$ cat src/rtl/core/mswd_pkg.sv
// Package: opcodes, status codes, packet type and defaults of the watchdog table.
`default_nettype none
package mswd_pkg;

  localparam int SLOTS_DEF = 16;
  localparam int CFG_AW    = 3;
  localparam logic [7:0] STEP_RESET = 8'd10;
  localparam logic [15:0] COUNT_MAX = 16'hFFFF;
  localparam logic [4:0]  EXP_MAX   = 5'd31;

  // register index taken from paddr[2]
  localparam logic REG_COUNT_STEP = 1'b0;

  typedef enum logic [2:0] {
    OP_JOIN  = 3'd0,
    OP_SETTO = 3'd1,
    OP_LEAVE = 3'd2,
    OP_CLEAR = 3'd3,
    OP_TICK  = 3'd4,
    OP_READ  = 3'd5
  } op_t;

  localparam logic [1:0] ST_OK     = 2'd0;
  localparam logic [1:0] ST_FULL   = 2'd1;
  localparam logic [1:0] ST_UNUSED = 2'd2;

  // word walking down the cell chain
  typedef struct packed {
    logic        valid;
    op_t         op;
    logic [3:0]  sel;
    logic [15:0] tmo;
    logic        found;
    logic [3:0]  slot;
    logic        hit;
    logic [4:0]  expired;
    logic        used;
    logic [15:0] cnt;
    logic [15:0] peak;
    logic [15:0] lim;
  } pkt_t;

endpackage
`default_nettype wire

$ cat src/rtl/core/mswd_if.sv
// Valid/ready channel interfaces for command words and result words.
`default_nettype none
interface mswd_in_if;
  logic        valid;
  logic        ready;
  logic [2:0]  opcode;
  logic [3:0]  slot_sel;
  logic [15:0] timeout_value;

  modport source (output valid, opcode, slot_sel, timeout_value, input ready);
  modport sink   (input valid, opcode, slot_sel, timeout_value, output ready);
endinterface

interface mswd_out_if;
  logic        valid;
  logic        ready;
  logic [1:0]  status;
  logic [3:0]  slot_out;
  logic [4:0]  expired_count;
  logic        kick;
  logic        slot_used;
  logic [15:0] slot_count;
  logic [15:0] slot_peak;
  logic [15:0] slot_timeout;

  modport source (output valid, status, slot_out, expired_count, kick, slot_used,
                  slot_count, slot_peak, slot_timeout, input ready);
  modport sink   (input valid, status, slot_out, expired_count, kick, slot_used,
                  slot_count, slot_peak, slot_timeout, output ready);
endinterface
`default_nettype wire

$ cat src/rtl/core/mswd_cell.sv
// One watchdog slot: holds its state and acts on the word passing through it.
`default_nettype none
module mswd_cell
  import mswd_pkg::*;
#(
  parameter int IDX = 0
) (
  input  wire logic       clk,
  input  wire logic       rst_n,
  input  wire logic       adv,
  input  wire logic [7:0] step,
  input  wire pkt_t       pkt_i,
  output pkt_t            pkt_o
);

  localparam logic [7:0] MY_IDX = 8'(IDX);

  logic        used_r, used_nxt;
  logic [15:0] cnt_r, cnt_nxt;
  logic [15:0] peak_r, peak_nxt;
  logic [15:0] lim_r, lim_nxt;
  pkt_t        pkt_r, pkt_nxt;

  logic        sel_me;
  logic [16:0] sum;
  logic [15:0] cnt_sat;

  assign sel_me  = ({4'b0, pkt_i.sel} == MY_IDX);
  assign sum     = {1'b0, cnt_r} + {9'b0, step};
  assign cnt_sat = sum[16] ? COUNT_MAX : sum[15:0];

  always_comb begin
    used_nxt = used_r;
    cnt_nxt  = cnt_r;
    peak_nxt = peak_r;
    lim_nxt  = lim_r;
    pkt_nxt  = pkt_i;
    if (pkt_i.valid) begin
      case (pkt_i.op)
        OP_JOIN: begin
          // first free cell on the path claims the join
          if (!pkt_i.found && !used_r) begin
            used_nxt      = 1'b1;
            cnt_nxt       = '0;
            peak_nxt      = '0;
            lim_nxt       = pkt_i.tmo;
            pkt_nxt.found = 1'b1;
            pkt_nxt.slot  = MY_IDX[3:0];
          end
        end
        OP_SETTO, OP_LEAVE, OP_CLEAR: begin
          if (sel_me && used_r) begin
            pkt_nxt.hit = 1'b1;
            if (pkt_i.op == OP_SETTO) lim_nxt = pkt_i.tmo;
            else if (pkt_i.op == OP_LEAVE) used_nxt = 1'b0;
            else cnt_nxt = '0;
          end
        end
        OP_TICK: begin
          if (used_r) begin
            cnt_nxt = cnt_sat;
            if (cnt_sat > peak_r) peak_nxt = cnt_sat;
            if (cnt_sat > lim_r && pkt_i.expired != EXP_MAX) begin
              pkt_nxt.expired = pkt_i.expired + 5'd1;
            end
          end
        end
        OP_READ: begin
          if (sel_me) begin
            pkt_nxt.used = used_r;
            pkt_nxt.cnt  = cnt_r;
            pkt_nxt.peak = peak_r;
            pkt_nxt.lim  = lim_r;
          end
        end
        default: begin
        end
      endcase
    end
  end

  always_ff @(posedge clk) begin
    if (!rst_n) begin
      used_r      <= 1'b0;
      pkt_r.valid <= 1'b0;
    end else if (adv) begin
      used_r <= used_nxt;
      cnt_r  <= cnt_nxt;
      peak_r <= peak_nxt;
      lim_r  <= lim_nxt;
      pkt_r  <= pkt_nxt;
    end
  end

  assign pkt_o = pkt_r;

endmodule
`default_nettype wire

$ cat src/rtl/core/multi_slot_software_watchdog_unit.sv
// Top level: multi-slot watchdog table built as a chain of slot cells.
//
//   channel | dir | handshake     | contents
//   in_ch   | in  | valid/ready   | opcode, slot_sel, timeout_value
//   out_ch  | out | valid/ready   | status, slot_out, expired_count, kick, slot fields
//   cfg_*   | in  | APB, pready=1 | count_step at byte address 0
//
// A command word walks the chain one cell per cycle unless the chain is held; its result
// is registered at the output when it leaves the tail, and only then is the next word taken,
// so only one word is in the chain at a time.
// A result stalled at the output freezes the chain once the next word reaches the tail.
// Synchronous reset frees every slot and sets count_step to 10; slot counters,
// peaks and timeouts are not cleared and are written by join.
`default_nettype none
module multi_slot_software_watchdog_unit
  import mswd_pkg::*;
#(
  parameter int SLOTS = SLOTS_DEF
) (
  input  wire logic              clk,
  input  wire logic              rst_n,
  mswd_in_if.sink                in_ch,
  mswd_out_if.source             out_ch,
  input  wire logic              cfg_psel,
  input  wire logic              cfg_penable,
  input  wire logic              cfg_pwrite,
  input  wire logic [CFG_AW-1:0] cfg_paddr,
  input  wire logic [31:0]       cfg_pwdata,
  output logic      [31:0]       cfg_prdata,
  output logic                   cfg_pready
);

  logic [7:0] step_r;
  logic       busy_r, busy_nxt;
  logic       out_valid_r, out_valid_nxt;
  logic       in_acc, adv, load;

  pkt_t chain [SLOTS+1];
  pkt_t tail;

  logic [1:0]  status_r, status_nxt;
  logic [3:0]  slot_r, slot_nxt;
  logic [4:0]  exp_r, exp_nxt;
  logic        kick_r, kick_nxt;
  logic        used_r, used_nxt;
  logic [15:0] cnt_r, peak_r, lim_r;

  // configuration port
  assign cfg_pready = 1'b1;
  assign cfg_prdata = (cfg_paddr[2] == REG_COUNT_STEP) ? {24'b0, step_r} : 32'b0;

  always_ff @(posedge clk) begin
    if (!rst_n) begin
      step_r <= STEP_RESET;
    end else if (cfg_psel && cfg_penable && cfg_pwrite && cfg_paddr[2] == REG_COUNT_STEP) begin
      step_r <= cfg_pwdata[7:0];
    end
  end

  // inject the accepted word into the first cell
  assign in_ch.ready = !busy_r;
  assign in_acc      = in_ch.valid && !busy_r;

  always_comb begin
    chain[0]       = '0;
    chain[0].valid = in_acc;
    chain[0].op    = op_t'(in_ch.opcode);
    chain[0].sel   = in_ch.slot_sel;
    chain[0].tmo   = in_ch.timeout_value;
  end

  assign tail = chain[SLOTS];
  // hold the chain while the finished word cannot leave
  assign adv  = !(tail.valid && out_valid_r && !out_ch.ready);
  assign load = tail.valid && adv;

  for (genvar k = 0; k < SLOTS; k++) begin : g_cell
    mswd_cell #(.IDX(k)) u_cell (
      .clk   (clk),
      .rst_n (rst_n),
      .adv   (adv),
      .step  (step_r),
      .pkt_i (chain[k]),
      .pkt_o (chain[k+1])
    );
  end

  always_comb begin
    busy_nxt = busy_r;
    if (in_acc) busy_nxt = 1'b1;
    else if (load) busy_nxt = 1'b0;
    out_valid_nxt = out_valid_r;
    if (load) out_valid_nxt = 1'b1;
    else if (out_ch.ready) out_valid_nxt = 1'b0;
  end

  // shape the result word from the finished packet
  always_comb begin
    status_nxt = ST_OK;
    slot_nxt   = '0;
    exp_nxt    = '0;
    kick_nxt   = 1'b0;
    used_nxt   = 1'b0;
    case (tail.op)
      OP_JOIN: begin
        status_nxt = tail.found ? ST_OK : ST_FULL;
        slot_nxt   = tail.found ? tail.slot : 4'd0;
      end
      OP_SETTO, OP_LEAVE, OP_CLEAR: begin
        status_nxt = tail.hit ? ST_OK : ST_UNUSED;
        slot_nxt   = tail.sel;
      end
      OP_TICK: begin
        exp_nxt  = tail.expired;
        kick_nxt = (tail.expired == 5'd0);
      end
      OP_READ: begin
        status_nxt = tail.used ? ST_OK : ST_UNUSED;
        slot_nxt   = tail.sel;
        used_nxt   = tail.used;
      end
      default: begin
      end
    endcase
  end

  always_ff @(posedge clk) begin
    if (!rst_n) begin
      busy_r      <= 1'b0;
      out_valid_r <= 1'b0;
    end else begin
      busy_r      <= busy_nxt;
      out_valid_r <= out_valid_nxt;
    end
  end

  always_ff @(posedge clk) begin
    if (load) begin
      status_r <= status_nxt;
      slot_r   <= slot_nxt;
      exp_r    <= exp_nxt;
      kick_r   <= kick_nxt;
      used_r   <= used_nxt;
      cnt_r    <= (tail.op == OP_READ) ? tail.cnt  : 16'd0;
      peak_r   <= (tail.op == OP_READ) ? tail.peak : 16'd0;
      lim_r    <= (tail.op == OP_READ) ? tail.lim  : 16'd0;
    end
  end

  assign out_ch.valid         = out_valid_r;
  assign out_ch.status        = status_r;
  assign out_ch.slot_out      = slot_r;
  assign out_ch.expired_count = exp_r;
  assign out_ch.kick          = kick_r;
  assign out_ch.slot_used     = used_r;
  assign out_ch.slot_count    = cnt_r;
  assign out_ch.slot_peak     = peak_r;
  assign out_ch.slot_timeout  = lim_r;

endmodule
`default_nettype wire

$ cat src/flat_wrapper.sv
// flat-port wrapper written by rule: the top's interface ports become plain ports
module multi_slot_software_watchdog_unit_flat import mswd_pkg::*;
#(
  parameter int SLOTS = SLOTS_DEF
)
  (clk, rst_n, cfg_psel, cfg_penable, cfg_pwrite, cfg_paddr, cfg_pwdata, cfg_prdata, cfg_pready, in_ch_valid, in_ch_opcode, in_ch_slot_sel, in_ch_timeout_value, in_ch_ready, out_ch_valid, out_ch_status, out_ch_slot_out, out_ch_expired_count, out_ch_kick, out_ch_slot_used, out_ch_slot_count, out_ch_slot_peak, out_ch_slot_timeout, out_ch_ready);
  mswd_in_if in_ch_i ();
  mswd_out_if out_ch_i ();
  input  wire logic clk;
  input  wire logic rst_n;
  input  wire logic cfg_psel;
  input  wire logic cfg_penable;
  input  wire logic cfg_pwrite;
  input  wire logic [CFG_AW-1:0] cfg_paddr;
  input  wire logic [31:0] cfg_pwdata;
  output logic      [31:0] cfg_prdata;
  output logic cfg_pready;
  input wire logic [$bits(in_ch_i.valid)-1:0] in_ch_valid;
  input wire logic [$bits(in_ch_i.opcode)-1:0] in_ch_opcode;
  input wire logic [$bits(in_ch_i.slot_sel)-1:0] in_ch_slot_sel;
  input wire logic [$bits(in_ch_i.timeout_value)-1:0] in_ch_timeout_value;
  output wire logic [$bits(in_ch_i.ready)-1:0] in_ch_ready;
  output wire logic [$bits(out_ch_i.valid)-1:0] out_ch_valid;
  output wire logic [$bits(out_ch_i.status)-1:0] out_ch_status;
  output wire logic [$bits(out_ch_i.slot_out)-1:0] out_ch_slot_out;
  output wire logic [$bits(out_ch_i.expired_count)-1:0] out_ch_expired_count;
  output wire logic [$bits(out_ch_i.kick)-1:0] out_ch_kick;
  output wire logic [$bits(out_ch_i.slot_used)-1:0] out_ch_slot_used;
  output wire logic [$bits(out_ch_i.slot_count)-1:0] out_ch_slot_count;
  output wire logic [$bits(out_ch_i.slot_peak)-1:0] out_ch_slot_peak;
  output wire logic [$bits(out_ch_i.slot_timeout)-1:0] out_ch_slot_timeout;
  input wire logic [$bits(out_ch_i.ready)-1:0] out_ch_ready;
  assign in_ch_i.valid = in_ch_valid;
  assign in_ch_i.opcode = in_ch_opcode;
  assign in_ch_i.slot_sel = in_ch_slot_sel;
  assign in_ch_i.timeout_value = in_ch_timeout_value;
  assign in_ch_ready = in_ch_i.ready;
  assign out_ch_valid = out_ch_i.valid;
  assign out_ch_status = out_ch_i.status;
  assign out_ch_slot_out = out_ch_i.slot_out;
  assign out_ch_expired_count = out_ch_i.expired_count;
  assign out_ch_kick = out_ch_i.kick;
  assign out_ch_slot_used = out_ch_i.slot_used;
  assign out_ch_slot_count = out_ch_i.slot_count;
  assign out_ch_slot_peak = out_ch_i.slot_peak;
  assign out_ch_slot_timeout = out_ch_i.slot_timeout;
  assign out_ch_i.ready = out_ch_ready;
  multi_slot_software_watchdog_unit #(.SLOTS(SLOTS)) u_core (.clk(clk), .rst_n(rst_n), .in_ch(in_ch_i), .out_ch(out_ch_i), .cfg_psel(cfg_psel), .cfg_penable(cfg_penable), .cfg_pwrite(cfg_pwrite), .cfg_paddr(cfg_paddr), .cfg_pwdata(cfg_pwdata), .cfg_prdata(cfg_prdata), .cfg_pready(cfg_pready));
endmodule
$ cat config.mk
export PLATFORM = sky130hd
export DESIGN_NAME = multi_slot_software_watchdog_unit_flat
export DESIGN_NICKNAME = d
export VERILOG_FILES = /design/src/rtl/core/mswd_pkg.sv /design/src/rtl/core/mswd_if.sv /design/src/rtl/core/mswd_cell.sv /design/src/rtl/core/multi_slot_software_watchdog_unit.sv /design/src/flat_wrapper.sv
export SDC_FILE = /design/constraint.sdc
export NUM_CORES = 2
export LEC_CHECK = 0
export ABC_CLOCK_PERIOD_IN_PS = 65300
export BUFFER_PORTS_ARGS = -buffer_cell sky130_fd_sc_hd__buf_4
export CORE_MARGIN = 2
export CORE_UTILIZATION = 32
export DETAILED_ROUTE_END_ITERATION = 12
export GPL_TIMING_DRIVEN = 0
export SETUP_SLACK_MARGIN = 0.3
export SLEW_MARGIN = 40
export SYNTH_ARGS = -nofsm -noshare
export SYNTH_HDL_FRONTEND = slang
export SYNTH_SLANG_ARGS = --single-unit
$ cat constraint.sdc
create_clock -name clk -period 65.3 [get_ports clk]
set_clock_uncertainty 0.05 [all_clocks]
set_input_delay 9.795 -clock clk [delete_from_list [all_inputs] [get_ports clk]]
set_output_delay 9.795 -clock clk [all_outputs]
set_load 0.005 [all_outputs]
==> results.toml <==
[final_layout]
final_nets = 8887
stdcell_count = 12510
drive_gt1_frac = 0.1631
stdcell_area_sq_um = 118700
area_delta_synth_final_pct = 16.61
num-fill-cells = 29910

[critical_path]
reg2reg_from = "u_core.step_r[0]$_SDFFE_PN0P_"
critPathLaunchType = "input pin"
ff2ff_setup_slack_ns = 58.96
cp-startpoint = "cfg_paddr[2]"
cp_max_fo = 10
endpoint_kind = "output pin"
rr_worst_depth = 20
worstSetupPathType = "input pin to output pin"
arrival_ns = 10.20
crit_required_ns = 55.46

[hold_path]
hold_class = "flip-flop to flip-flop"
hold_depth = 0
min-delay-start = "u_core.g_cell[14].u_cell.pkt_o[73]$_DFFE_PP_"

[cts]
clock_path_buffers = 4
clk_latency_ns = 0.88
h-tree-depth = 4
cts_sinks = 2158
cts-root-buf = "clkbuf_16"
cts_buffers = 231
cts_hold_buf = 0
post_cts_resized = 0
tritoncts = "yes"
post-cts-setup-buffers = 0
cts.clk_slew.worst_paths_ns = 0.06

[placement]
gp_congestion = 0.9233
place_area_sq_um = 111100
dpl.cell_count = 12090
dpl.hpwl_microns = 235800
io_buffer_count = 109

[grt]
grt_max_degree = 28
overflow = 0
grt_usage = 0.1792
grt_pass1_vias = 63510
grt_first_pass_wirelength_microns = 427500
antenna_found_initial = 14

[yosys]
synth_top_area_cell = "edfxtp_1"
synthArstFlopShare = 0
yosysMostFrequentCell = "edfxtp_1"
yosys_warnings = 0
synth_top_area_frac = 0.6240
synth.yosys.seq_area_share = 0.6323
yosysUniqueCellTypes = 90
synth-main-ff-cell = "edfxtp_1"
synth_common_cells = "edfxtp_1 (2,116), ha_1 (665), nand2_1 (607), inv_1 (550), mux2_2 (535)"
syn_inst = 7625
synth_area_sq_um = 101800
ys_ff_latch = 2158
syn_area_per_cell_sq_um = 13.35
synth.area.top_cells = "edfxtp_1 (62%), ha_1 (8.2%), mux2_2 (5.9%)"
synth_enable_flop_cells = 2116

[outcome]
outcome = "finished clean"

[routing]
detail-route-antenna-nets = 0
viasPerCell = 5.133
vias = 64230
drc = 0
drt-total-wl_microns = 297000
drt_first_iter_violations = 6418
routedWlPerCell_microns = 23.73
first_pass_iters = 8

[pwr]
power.total_mw = 3.060
ir_drop_mv = 0.02433
power_leakage_nw = 45.29
power_density_nw_per_um2 = 25.77

[die]
io_pins = 161
fp.dieH_microns = 568.1
dieArea_sq_um = 322700
initial_core_util = 0.3210
die_x_microns = 568.1
coreArea_sq_um = 317300
row_count = 207

[run]
cap_violations = 0

[timing]
holdWs_ns = 0.3516
tns_ns = 0
max_freq_ghz = 0.04988
maxSlewViolCount = 0
relSlewSlack = 0.4168
finalHoldViolations = 0
setup_viol = 0
period_share = 0.3070
rsz0062_at_grt = "false"
period_minus_slack_ns = 20.05
tightestPinTransition_ns = 0.8716
final cells by class:
class,instances,area [sq um],area share
flip-flops and latches,2158,64410,0.5424
multi-input cells,4702,35000,0.2948
clock buffers,272,6028,0.05077
well taps,4180,5230,0.04404
repair buffers,260,3366,0.02834
inverters,551,2069,0.01743
clock inverters,148,1580,0.01331
plain buffers,237,1047,0.008819
diodes,5,12.51,0.0001054
layer usage:
layer	global-route usage	vias up	share of wire
met5	0	-	0.000040
met4	0.04479	2	0.027
met3	0.02378	398	0.058
met2	0.3080	2089	0.49
met1	0.2377	32120	0.43
li1	-	29630	-
worst paths after layout:
check	endpoint
hold reg to reg	u_core.g_cell[15].u_cell.lim_r[13]$_DFFE_PP_
setup reg to reg	u_core.g_cell[14].u_cell.peak_r[2]$_SDFFCE_PP0P_
setup / recovery	cfg_prdata[0]
hold / removal	u_core.g_cell[15].u_cell.lim_r[13]$_DFFE_PP_
cells in the final DEF, fill, tap and decap left out, drive strengths merged, types with 81 or more instances in the layout:
| cell type | n |
|---|---|
| and2 | 81 |
| o21ai | 439 |
| buf | 313 |
| a21oi | 381 |
| and3 | 187 |
| nand2 | 607 |
| nor2b | 155 |
| nor2 | 305 |
| edfxtp | 2116 |
| nor3 | 97 |
| mux2 | 558 |
| a21o | 102 |
| ha | 665 |
| inv | 556 |
| clkbuf | 441 |
| clkinv | 93 |
| nand3 | 126 |
| nand4 | 102 |
critical path, stage by stage:
cell	delay (ns)
buf_4	0.14
nor2b_1	0.14
buf_4	0.13
power breakdown:
| part | internal, mW | switching, mW | leakage (nW) | total (mW) |
|---|---|---|---|---|
| registers | 1.57 | 0.0319 | 20.7 | 1.60 |
| clock network | 0.777 | 0.552 | 3.68 | 1.33 |
| logic | 0.0502 | 0.0791 | 20.9 | 0.129 |
logic make-up (layout without fill, tap and decap cells):
group | Yosys count | after routing | share of synthesized area
flops | 2158 | 2158 | 0.6323
fa+ha+maj | 681 | 681 | 0.08486
compound gates | 1356 | 1356 | 0.08186
simple gates | 1936 | 1936 | 0.09610
buf+inv | 788 | 1468 | 0.03048
other cells | 2 | 30 | 0.00007375
xor+xnor | 137 | 137 | 0.01178
mux | 567 | 567 | 0.06259
state kept, by name, indices dropped and copies added (netlist names), 2 cells and up:
register and cells:
u_core.out_ch.slot_count 16, u_core.out_ch.slot_timeout 16, u_core.g_cell.u_cell.lim_r 256, u_core.g_cell.u_cell.peak_r 256, u_core.step_r 8, u_core.out_ch.status 2
u_core.g_cell.u_cell.used_r 16, u_core.out_ch.slot_peak 16, u_core.g_cell.u_cell.pkt_o 1303, u_core.out_ch.slot_out 4, u_core.out_ch.expired_count 5, u_core.g_cell.u_cell.cnt_r 256
metrics by stage:
| step | util | setup WS (ns) |
|---|---|---|
| floorplan | - | 13.99 |
| global placement | 0.3403 | -2.200 |
| detailed placement | 0.3502 | 45.26 |
| CTS | 0.3742 | 45.25 |
| global route | 0.3742 | 45.21 |
| finish | 0.3743 | 45.25 |
(Power assumes the default switching activity.)
